**config.mk**
```make
export PLATFORM = sky130hd
export DESIGN_NAME = wwn_controller
export DESIGN_NICKNAME = d
export VERILOG_FILES = /design/src/design/wwn_pkg.sv /design/src/design/wwn_controller.sv
export VERILOG_INCLUDE_DIRS = /design/src /design/src/design
export SDC_FILE = /design/constraint.sdc
export NUM_CORES = 1
export LEC_CHECK = 0
export BUFFER_PORTS_ARGS = -buffer_cell sky130_fd_sc_hd__buf_2
export CAP_MARGIN = 30
export CORE_MARGIN = 2
export CORE_UTILIZATION = 52
export DETAILED_ROUTE_END_ITERATION = 8
export PLACE_DENSITY_LB_ADDON = 0.05
export SYNTH_ARGS = -nofsm -noshare
export SYNTH_HDL_FRONTEND = slang
export SYNTH_SLANG_ARGS = --single-unit
```
**constraint.sdc**
```tcl
create_clock -name clk_i -period 3.4 [get_ports clk_i]
set_clock_uncertainty 0.15 [all_clocks]
set_input_delay 0 -clock clk_i [delete_from_list [all_inputs] [get_ports clk_i]]
set_output_delay 0 -clock clk_i [all_outputs]
set_load 0.005 [all_outputs]
```
**src/design/wavetable_waveshaper_normalizer_core_macros.svh**
```systemverilog
// ----------------------------------------------------------------------------
// wavetable waveshaper normalizer assertion macros
// concurrent assertion helpers, empty when synthesizing
// ----------------------------------------------------------------------------
`ifndef WAVETABLE_WAVESHAPER_NORMALIZER_CORE_MACROS_SVH
`define WAVETABLE_WAVESHAPER_NORMALIZER_CORE_MACROS_SVH
`ifndef SYNTHESIS
`define WWN_ASSERT(lbl, prop, msg) \
  lbl: assert property (@(posedge clk_i) disable iff (!rst_ni) prop) else $error(msg);
`define WWN_ASSERT_NEXT(lbl, pre, post, msg) \
  lbl: assert property (@(posedge clk_i) disable iff (!rst_ni) (pre) |=> (post)) \
    else $error(msg);
`else
`define WWN_ASSERT(lbl, prop, msg)
`define WWN_ASSERT_NEXT(lbl, pre, post, msg)
`endif
`endif

```
**src/design/wwn_pkg.sv**
```systemverilog
// ----------------------------------------------------------------------------
// wwn_pkg
// shared widths, codes and control types of the waveshaper normalizer
// ----------------------------------------------------------------------------
package wwn_pkg;

  localparam int SAMPLE_W   = 16;
  localparam int MODE_W     = 2;
  localparam int GAIN_W     = 8;
  localparam int THR_W      = 16;
  localparam int AMP_W      = 15;
  localparam int LEN_W      = 11;
  localparam int STEP_W     = 26;
  localparam int FRAC_W     = 16;
  localparam int PHASE_W    = LEN_W + FRAC_W;
  localparam int CFG_IDX_W  = 3;
  localparam int CFG_DATA_W = 26;
  localparam int PROD_W     = 24;
  localparam int DVD_W      = 38;
  localparam int DVS_W      = 24;

  localparam logic [MODE_W-1:0] MODE_PASS = 2'd0;
  localparam logic [MODE_W-1:0] MODE_SOFT = 2'd1;
  localparam logic [MODE_W-1:0] MODE_FOLD = 2'd2;

  localparam logic CMD_LOAD = 1'b0;
  localparam logic CMD_TICK = 1'b1;

  localparam logic [CFG_IDX_W-1:0] REG_MODE  = 3'd0;
  localparam logic [CFG_IDX_W-1:0] REG_GAIN  = 3'd1;
  localparam logic [CFG_IDX_W-1:0] REG_THR   = 3'd2;
  localparam logic [CFG_IDX_W-1:0] REG_AMP   = 3'd3;
  localparam logic [CFG_IDX_W-1:0] REG_LEN   = 3'd4;
  localparam logic [CFG_IDX_W-1:0] REG_STEP  = 3'd5;

  localparam logic [MODE_W-1:0] RST_MODE = MODE_PASS;
  localparam logic [GAIN_W-1:0] RST_GAIN = 8'd1;
  localparam logic [THR_W-1:0]  RST_THR  = 16'd26214;
  localparam logic [AMP_W-1:0]  RST_AMP  = 15'd16384;
  localparam logic [LEN_W-1:0]  RST_LEN  = 11'd1024;
  localparam logic [STEP_W-1:0] RST_STEP = 26'd139810;

  typedef enum logic [1:0] {
    DIV_SHAPE = 2'd0,
    DIV_IDX   = 2'd1,
    DIV_WRAP  = 2'd2,
    DIV_NORM  = 2'd3
  } div_sel_e;

  typedef struct packed {
    logic     capture;
    logic     mul_en;
    logic     div_start;
    div_sel_e div_sel;
    logic     mem_we;
    logic     mem_re;
    logic     phase_en;
    logic     out_load;
  } ctrl_t;

  typedef struct packed {
    logic full;
    logic need_div;
    logic peak_zero;
    logic div_busy;
    logic div_done;
  } stat_t;

endpackage

```
**src/design/wwn_controller.sv**
```systemverilog
// ----------------------------------------------------------------------------
// wwn_controller
// sequencer for load and tick transactions and the output register valid
// ----------------------------------------------------------------------------
module wwn_controller (
  input  logic           clk_i,
  input  logic           rst_ni,
  input  logic           in_valid_i,
  output logic           in_ready_o,
  input  logic           command_i,
  output logic           out_valid_o,
  input  logic           out_ready_i,
  input  wwn_pkg::stat_t stat_i,
  output wwn_pkg::ctrl_t ctrl_o
);
  import wwn_pkg::*;

  typedef enum logic [10:0] {
    S_IDLE   = 11'b000_0000_0001,
    S_LMUL   = 11'b000_0000_0010,
    S_LSHAPE = 11'b000_0000_0100,
    S_LDIV   = 11'b000_0000_1000,
    S_LWRITE = 11'b000_0001_0000,
    S_TIDX   = 11'b000_0010_0000,
    S_TREAD  = 11'b000_0100_0000,
    S_TWRAP  = 11'b000_1000_0000,
    S_TNORM  = 11'b001_0000_0000,
    S_TNDIV  = 11'b010_0000_0000,
    S_TOUT   = 11'b100_0000_0000
  } state_e;

  state_e state_q, state_d;
  logic   out_valid_q;
  logic   accept;

  assign accept = in_valid_i && (state_q == S_IDLE);

  always_comb begin
    state_d = state_q;
    ctrl_o  = '0;
    ctrl_o.div_sel = DIV_SHAPE;
    case (state_q)
      S_IDLE: begin
        if (accept) begin
          ctrl_o.capture = 1'b1;
          if (command_i == CMD_TICK) begin
            ctrl_o.div_start = 1'b1;
            ctrl_o.div_sel   = DIV_IDX;
            state_d = S_TIDX;
          end else begin
            state_d = S_LMUL;
          end
        end
      end
      S_LMUL: begin
        ctrl_o.mul_en = 1'b1;
        state_d = S_LSHAPE;
      end
      S_LSHAPE: begin
        if (stat_i.full) begin
          state_d = S_IDLE;
        end else if (stat_i.need_div) begin
          ctrl_o.div_start = 1'b1;
          state_d = S_LDIV;
        end else begin
          state_d = S_LWRITE;
        end
      end
      S_LDIV: begin
        if (stat_i.div_done) state_d = S_LWRITE;
      end
      S_LWRITE: begin
        ctrl_o.mem_we = 1'b1;
        state_d = S_IDLE;
      end
      S_TIDX: begin
        if (stat_i.div_done) state_d = S_TREAD;
      end
      S_TREAD: begin
        ctrl_o.mem_re    = 1'b1;
        ctrl_o.div_start = 1'b1;
        ctrl_o.div_sel   = DIV_WRAP;
        state_d = S_TWRAP;
      end
      S_TWRAP: begin
        ctrl_o.div_sel = DIV_WRAP;
        if (stat_i.div_done) state_d = S_TNORM;
      end
      S_TNORM: begin
        ctrl_o.phase_en = 1'b1;
        ctrl_o.div_sel  = DIV_WRAP;
        if (stat_i.peak_zero) begin
          state_d = S_TOUT;
        end else begin
          state_d = S_TNDIV;
        end
      end
      S_TNDIV: begin
        ctrl_o.div_sel = DIV_NORM;
        if (stat_i.div_done) state_d = S_TOUT;
      end
      S_TOUT: begin
        if (!out_valid_q || out_ready_i) begin
          ctrl_o.out_load = 1'b1;
          state_d = S_IDLE;
        end
      end
      default: state_d = S_IDLE;
    endcase
    if (state_q == S_TNORM && !stat_i.peak_zero) begin
      ctrl_o.div_start = 1'b1;
      ctrl_o.div_sel   = DIV_NORM;
    end
  end

  always_ff @(posedge clk_i or negedge rst_ni) begin
    if (!rst_ni) begin
      state_q     <= S_IDLE;
      out_valid_q <= 1'b0;
    end else begin
      state_q <= state_d;
      if (ctrl_o.out_load) out_valid_q <= 1'b1;
      else if (out_ready_i) out_valid_q <= 1'b0;
    end
  end

  assign in_ready_o  = state_q == S_IDLE;
  assign out_valid_o = out_valid_q;

`include "wavetable_waveshaper_normalizer_core_macros.svh"

  `WWN_ASSERT(a_start_not_busy, ctrl_o.div_start |-> !stat_i.div_busy, "divider restarted")
  `WWN_ASSERT_NEXT(a_accept_blocks, in_valid_i && in_ready_o, !in_ready_o, "ready after accept")
  `WWN_ASSERT(a_no_overwrite, ctrl_o.out_load |-> (!out_valid_q || out_ready_i), "result lost")
  `WWN_ASSERT(a_write_not_full, ctrl_o.mem_we |-> !stat_i.full, "write into full table")

endmodule

```
# After elaboration in Yosys (flattened, before gate mapping)
# Index checks and enable logic that the tools add are counted.
[word_totals]
reg_bits = 12
inputBits = 10
out_inout_bits = 11
word_cells = 55
[op_classes]
n_eq_ne = 17
mux = 28
reduce_logical = 8
[ops]
columns = ["cell", "n"]
rows = [
  ["$pmux W11 S10", 1],
  ["$mux W11", 8],
  ["$mux W1", 12],
  ["$eq A11 B1 Y1 const B", 1],
  ["$eq A11 B10 Y1 const B", 1],
  ["$eq A11 B11 Y1 const B", 1],
  ["$eq A11 B2 Y1 const B", 1],
  ["$eq A11 B3 Y1 const B", 1],
  ["$eq A11 B4 Y1 const B", 1],
  ["$eq A11 B5 Y1 const B", 1],
  ["$eq A11 B6 Y1 const B", 1],
  ["$eq A11 B7 Y1 const B", 1],
  ["$eq A11 B8 Y1 const B", 1],
  ["$eq A11 B9 Y1 const B", 1],
  ["$ne A2 B2 Y1 const B", 5],
  ["$mux W3", 3],
  ["$mux W6", 1],
  ["$pmux W2 S3", 1],
  ["$reduce_and A6 Y1", 1],
  ["$mux W5", 1],
  ["$pmux W1 S3", 1],
  ["$reduce_or A3 Y1", 1],
  ["$logic_and A1 B1 Y1", 2],
  ["$logic_not A1 Y1", 2],
  ["other kinds (3)", 3],
]

# Depth between registers and ports, before layout
# Gate-level depths: netlist of run 1.
[depth]
word_depth = 5
mapped_depth = 6
mapped_depth_nobuf = 5

# Worst setup path after synthesis of run 1
# OpenSTA, ideal clock, no wires.
[synth_path]
kind = "register -> register"
from = "reg state_q[0]"
to = "reg state_q[5]"
setup_ns = 0.119
t_arrival_ns = 1.394
required_time_ns = 3.131
path_slack_ns = 1.737
path_stages_with_launch = 7
n_path_buf = 1
period_less_slack_ns = 1.663
path_cell_list = "dfstp_2 > buf_6 > nor4_1 > nand4_1 > nor2_1 > a211o_2 > a21bo_1"
[synth_between]
elab_chain_cells = 4
[synth_rtl]
columns = ["element", "line", "text"]
rows = [
  ["start: declaration", "wwn_controller.sv:32", "state_e state_q, state_d;"],
  ["start signal: assignment", "wwn_controller.sv:121", "state_q <= state_d;"],
  ["$eq A11 B1 Y1", "wwn_controller.sv:36, wwn_controller.sv:42", ""],
  ["$logic_and A1 B1 Y1", "wwn_controller.sv:36", "assign accept = in_valid_i && (state_q == S_IDLE);"],
  ["$ne A2 B1 Y1 (no source line)", "--", ""],
  ["$reduce_and A6 Y1 (no source line)", "--", ""],
]
# Several ways; a longest one is shown, not always the timed one.
# A chain may end at the register's enable or synchronous reset.

# Final worst setup path of run 1
[layout_path]
from = "reg state_q[7]"
to = "reg state_q[3]"
# Same word-level chain as after synthesis.

==> results of run 1 <==
[power by group through the flow]
stage | Sequential (W) | Combinational, W | Clock, W
after detailed placement | 0.000203 | 0.000252 | 0
after global placement | 0.000201 | 0.000251 | 0
after CTS | 0.000199 | 0.000282 | 0.000121
after global routing | 0.000207 | 0.000318 | 0.000123
final | 0.000201 | 0.000284 | 0.000120
after floorplan | 0.000181 | 0.000224 | 0
[critical path: cells and delay by family, from the launching register on]
kind                   cells  cell delay, ps
and+or+nand+nor            3             910
buffers and inverters      1             540
DFF                        1             520
AOI/OAI and AO/OA          2             330
[path summary, 6_finish.rpt]
check                           slack [ps]         end        from
worst min register to register         390  state_q[6]  state_q[4]
max in group asynchronous             2110  state_q[7]      rst_ni
min in group clk_i                     370  state_q[8]   stat_i[0]
worst max register to register         900  state_q[3]  state_q[7]
worst max-delay path                   900  state_q[3]  state_q[7]
worst min-delay path                    40  state_q[0]      rst_ni
[cell type report]
class	count	area, µm²
Tap cell	16	20.0
Sequential cell	12	302
Inverter	3	11.3
Multi-Input combinational cell	74	475
Clock buffer	4	36.3
Timing Repair Buffer	31	215
Fill cell	140	447
[through the flow]
| step | util, % | hold WS [ps] |
|---|---|---|
| finish | 70.3 | 41.6 |
| detailed placement | 60.0 | -254 |
| CTS | 70.3 | 35.8 |
| global placement | 60.0 | -257 |
| global route | 70.3 | 63.9 |
| floorplan | - | -446 |
[synth_stat cells, types with 2 or more instances]
library cell	instances
dfrtp_1	11
nand2_1	10
nor2_1	10
nor3_1	6
o21ai_0	5
nor4_1	4
buf_6	3
nand2b_1	3
nand3_1	3
nand4_1	3
nor3b_1	3
xor2_1	3
a21oi_1	2
a22o_1	2
and2b_1	2
buf_2	2
inv_1	2
nor4b_1	2
[sequential cells by signal (all words and copies together), names as in the netlist]
name and cells:
state_q 11, out_valid_o 1
[what timing repair did]
item,CTS,global route
setup endpoints to repair,0,0
gates resized for setup,0,0
hold buffers,12,0
hold endpoints to repair,22,0
[per-layer routing]
| layer | share of wire [%] | global-route usage (%) | vias to the layer above | routed length [µm] |
|---|---|---|---|---|
| met1 | 49 | 32.2 | 398 | 946 |
| met4 | 0.97 | 7.27 | 0 | 19 |
| li1 | - | - | 400 | - |
| met3 | 3.7 | 2.50 | 2 | 72 |
| met5 | 0 | 0 | - | 0 |
| met2 | 47 | 37.4 | 23 | 911 |
[cells by family after synthesis]
| group | synth area share, % |
|---|---|
| simple gates | 36.4 |
| compound gates | 16.5 |
| flops | 36.2 |
| buf+inv | 6.62 |
| xor+xnor | 4.21 |
==> flow_summary_export.csv, run 1 <==
group,metric,value,unit
run,maxCapViolations,0,
sta,grt_setup_unrepaired,"false",
clock_network,cts-buffers-inserted,3,
sta,slew_viol_final,0,
synthesis,syn_nets,104,
clock_network,insertion_delay,280,ps
synthesis,synth.area.top_cells,"dfrtp_1, nand2_1, nor2_1",
drt,wl,1.95,mm
clock_network,cts_setup_buffers,0,
synthesis,syn-cell-area,832,µm²
floorplanning,die_y,44,µm
setup_path,worstPathArrival,2580,ps
synthesis,yosys.cell_types.count,36,
cells_and_area,stdcell_count,140,
sta,slew_headroom,64.3,%
setup_path,critPathMaxFanout,10,
pwr,cellLeakagePower,0.545,nW
synthesis,synth_top_area_share,33.1,%
global_routing,grt_overflow,0,
synthesis,yosys_warnings,0,
cells_and_area,diodes,0,
drt,firstDrtPassIters,4,
setup_path,required,3470,ps
pwr,ir_drop,0.400,mV
sta,setup_ws,898,ps
placed_design,finalWeightedCongestion,0.788,
synthesis,synth_edf_count,0,
synthesis,synth_top_area_cell,"dfrtp_1",
cells_and_area,syn_to_final_growth,27.4,%
clock_network,cts_max_level,1,
clock_network,numClockSinks,12,
cells_and_area,final_nets,135,
setup_path,rr_worst_depth,6,
clock_network,clk_pin_slew_worst_paths,90,ps
cells_and_area,drive_gt1_share,26.6,%
pwr,p_int,0.000370,W
floorplanning,start_util,55.2,%
drt,vias,823,
drt,drt-vias-per-instance,5.88,
pwr,sw_frac_of_total,38.8,%
synthesis,ys_async_sr_fraction,100,%
drt,drc,0,
placed_design,place.port_buffers,19,
clock_network,cts_tree,"built",
setup_path,cpMaxStageDelayCell,"dlygate4sd3_1",
drt,drtIter0Drc,22,
synthesis,synthCells,94,
placed_design,hpwlAfterDp,1.34,mm
sta,finalHoldViolations,0,
setup_path,crit_type,"reg -> reg",
synthesis,syn_area_per_cell,8.85,µm²
synthesis,synth_flop_cell,"dfrtp_1",
setup_path,start_kind,"flip-flop",
floorplanning,core-area,1510,µm²
placed_design,dpl_cell_area,903,µm²
global_routing,grt_pass1_vias,756,
sta,setup-tns-final,0,ps
status,status,"finished, final reports clean",
global_routing,antenna_found_initial,0,
sta,timing.fmax,400,MHz
floorplanning,fp.dieW,44,µm
global_routing,grt_pass1_wl,3.31,mm
pwr,finalPower,0.000605,W
pwr,pwr-share-comb,47.0,%
floorplanning,rows,14,
placed_design,dp_slack,1480,ps
setup_path,critical-path-max-stage-delay,540,ps
pwr,power.share.sequential,33.2,%
pwr,power.density,571,nW/µm²
sta,worst_pin_slew,534,ps
hold_path,hp-class,"in -> async",
pwr,p_clk_share,19.8,%
sta,min_period,2500,ps
clock_network,root_buffer,"clkbuf_4",
placed_design,placed_cells,124,
cells_and_area,final_common_cell,"buf_2",
floorplanning,die_area,1940,µm²
sta,period_share,73.6,%
synthesis,synth_seq_area_share,36.2,%
setup_path,end_kind,"flip-flop",
global_routing,track_usage,23.1,%
clock_network,ctsLongestPathBuffers,2,
setup_path,crit_chain,"nor4_4 > nand4_1 > nor2_1 > a211o_2 > a22o_1 > dlygate4sd3_1",
drt,detail_route.wl_per_cell,13.9,µm
cells_and_area,final_area,1060,µm²
pwr,power_switching,0.000235,W
drt,detail-route-antenna-nets,0,
cells_and_area,layout_common_cells,"buf_2, dlygate4sd3_1, dfrtp_1",
global_routing,grt_max_degree,12,
floorplanning,ios,21,
synthesis,ys_seq_elements,12,
sta,setup-violations-final,0,
No activity file was read; power rests on OpenSTA's default activity.
==> inputs of run 2 (changes only) <==
Settings changed: CORE_UTILIZATION 52 to 51.
Clock period 3.4 ns to 2.54 ns, I/O delays scaled along.
==> run 2 against run 1 <==
Against the previous run:
- first-iteration DRC count grew 4.5%
- non-clock buffer count grew 3
- sequential cell count stayed put
- count of clock-buffer cells in the layout unchanged
- maximum frequency grew 1.3%
- cell count grew 2.1%
- critical path type unchanged
- critical endpoint unchanged
- largest cell class unchanged
- largest power group unchanged
- highest routed layer unchanged
==> flow_summary_export.csv, run 2 (synthesized netlist as in run 1, its figures left out) <==
group,metric,value,unit
sta,timing.fmax,405,MHz
floorplanning,rows,14,
global_routing,grt_pass1_wl,3.27,mm
drt,drc,0,
placed_design,hpwlAfterDp,1.35,mm
cells_and_area,drive_gt1_share,27.6,%
sta,finalHoldViolations,0,
clock_network,cts_tree,"built",
cells_and_area,final_nets,138,
cells_and_area,diodes,0,
pwr,cellLeakagePower,0.561,nW
setup_path,start_kind,"flip-flop",
placed_design,finalWeightedCongestion,0.786,
run,maxCapViolations,0,
placed_design,place.port_buffers,19,
setup_path,required,2610,ps
sta,worst_pin_slew,527,ps
global_routing,grt_max_degree,12,
floorplanning,die_y,44.4,µm
placed_design,placed_cells,124,
setup_path,crit_type,"reg -> reg",
setup_path,worstPathArrival,2540,ps
cells_and_area,top_register,"state_q",
clock_network,cts_resized,0,
drt,vias,839,
cells_and_area,layout_common_cells,"buf_2, dlygate4sd3_1, dfrtp_1",
setup_path,crit_chain,"nor4_4 > nand4_1 > nor2_1 > a211o_2 > a22o_1 > dlygate4sd3_1",
floorplanning,fp.dieW,44.4,µm
sta,period_share,97.2,%
clock_network,root_buffer,"clkbuf_4",
setup_path,end_kind,"flip-flop",
clock_network,ctsLongestPathBuffers,2,
drt,detail_route.wl_per_cell,13.9,µm
cells_and_area,largest_reg_flops,11,
clock_network,cts-buffers-inserted,3,
pwr,power.density,739,nW/µm²
sta,setup-tns-final,0,ps
cells_and_area,final_common_cell,"buf_2",
cells_and_area,stdcell_count,143,
drt,detail-route-antenna-nets,0,
floorplanning,core-area,1520,µm²
clock_network,clk_pin_slew_worst_paths,80,ps
hold_path,hp-class,"in -> async",
setup_path,cpMaxStageDelayCell,"dlygate4sd3_1",
global_routing,grt_pass1_vias,793,
global_routing,grt_overflow,0,
clock_network,numClockSinks,12,
status,status,"finished, final reports clean",
drt,wl,1.99,mm
cells_and_area,syn_to_final_growth,30.4,%
pwr,ir_drop,0.590,mV
setup_path,critical-path-max-stage-delay,540,ps
global_routing,track_usage,23.5,%
sta,slew_viol_final,0,
drt,drt-vias-per-instance,5.87,
clock_network,cts_max_level,1,
sta,setup-violations-final,0,
clock_network,insertion_delay,280,ps
floorplanning,start_util,54.6,%
drt,firstDrtPassIters,4,
setup_path,critPathMaxFanout,9,
cells_and_area,post-route-util,71.2,%
sta,min_period,2470,ps
sta,slew_headroom,64.7,%
floorplanning,ios,21,
drt,drtIter0Drc,23,
global_routing,antenna_found_initial,0,
floorplanning,die_area,1970,µm²
-- run 2: changes by cell type in the layout (fill, tap and decap cells not counted), sizes merged --
| cell | before | now |
|---|---|---|
| buf | 19 | 21 |
| dlygate4sd3 | 12 | 13 |
-- run 2: worst paths after layout --
kind	start	endpoint	slack, ps	depth (start not counted)
setup / recovery	state_q[6]	state_q[3]	70	6
hold / removal	rst_ni	state_q[0]	50	2
setup reg to reg	state_q[6]	state_q[3]	70	6
hold reg to reg	state_q[4]	state_q[6]	380	1
max in group asynchronous	rst_ni	out_valid_o	1250	3
min in group clk_i	stat_i[0]	state_q[8]	370	4
-- run 2: area by class of cell --
class / count / area, µm²
fillers: 126 / 439
flip-flops and latches: 12 / 302
inverters: 3 / 11.3
repair buffers: 34 / 240
multi-input cells: 74 / 475
well taps: 16 / 20.0
clock buffers: 4 / 36.3
-- run 2: what timing repair did --
| item | 4_1_cts | 5_1_grt |
|---|---|---|
| hold endpoints to repair | 21 | 0 |
| setup endpoints to repair | 0 | 1 |
| hold buffers | 13 | 0 |
| setup buffers | 0 | 2 |
-- run 2: critical path, delay by kind of cell, from the launching register on --
kind | cells | cell delay (ps)
AOI/OAI and AO/OA | 2 | 310
buffers and inverters | 1 | 540
DFF | 1 | 500
and+or+nand+nor | 3 | 910
-- run 2: through the flow --
| step | total power (W) | setup WS (ps) | hold WS [ps] | area, µm² |
|---|---|---|---|---|
| floorplan | 0.000542 | 877 | -446 | 832 |
| global placement | 0.000605 | 628 | -254 | 903 |
| detailed placement | 0.000608 | 616 | -256 | 903 |
| CTS | 0.000803 | 75.6 | 45.1 | 1070 |
| global route | 0.000860 | -4.31 | 47.3 | 1080 |
| finish | 0.000802 | 70.2 | 47.3 | 1080 |
-- run 2: per-layer routing --
metal / part of all wire (%) / routed length, µm / global-route usage [%]
met3: 5.7 / 114 / 4.90
met2: 48 / 966 / 39.4
met5: 0 / 0 / 0
met4: 1.9 / 38 / 12.7
met1: 44 / 872 / 28.1
-- run 2: power breakdown --
group          leakage [nW]  internal [W]  switching (W)
logic                 0.377      0.000187       0.000185
clock network        0.0210     0.0000872      0.0000717
registers             0.163      0.000221      0.0000502
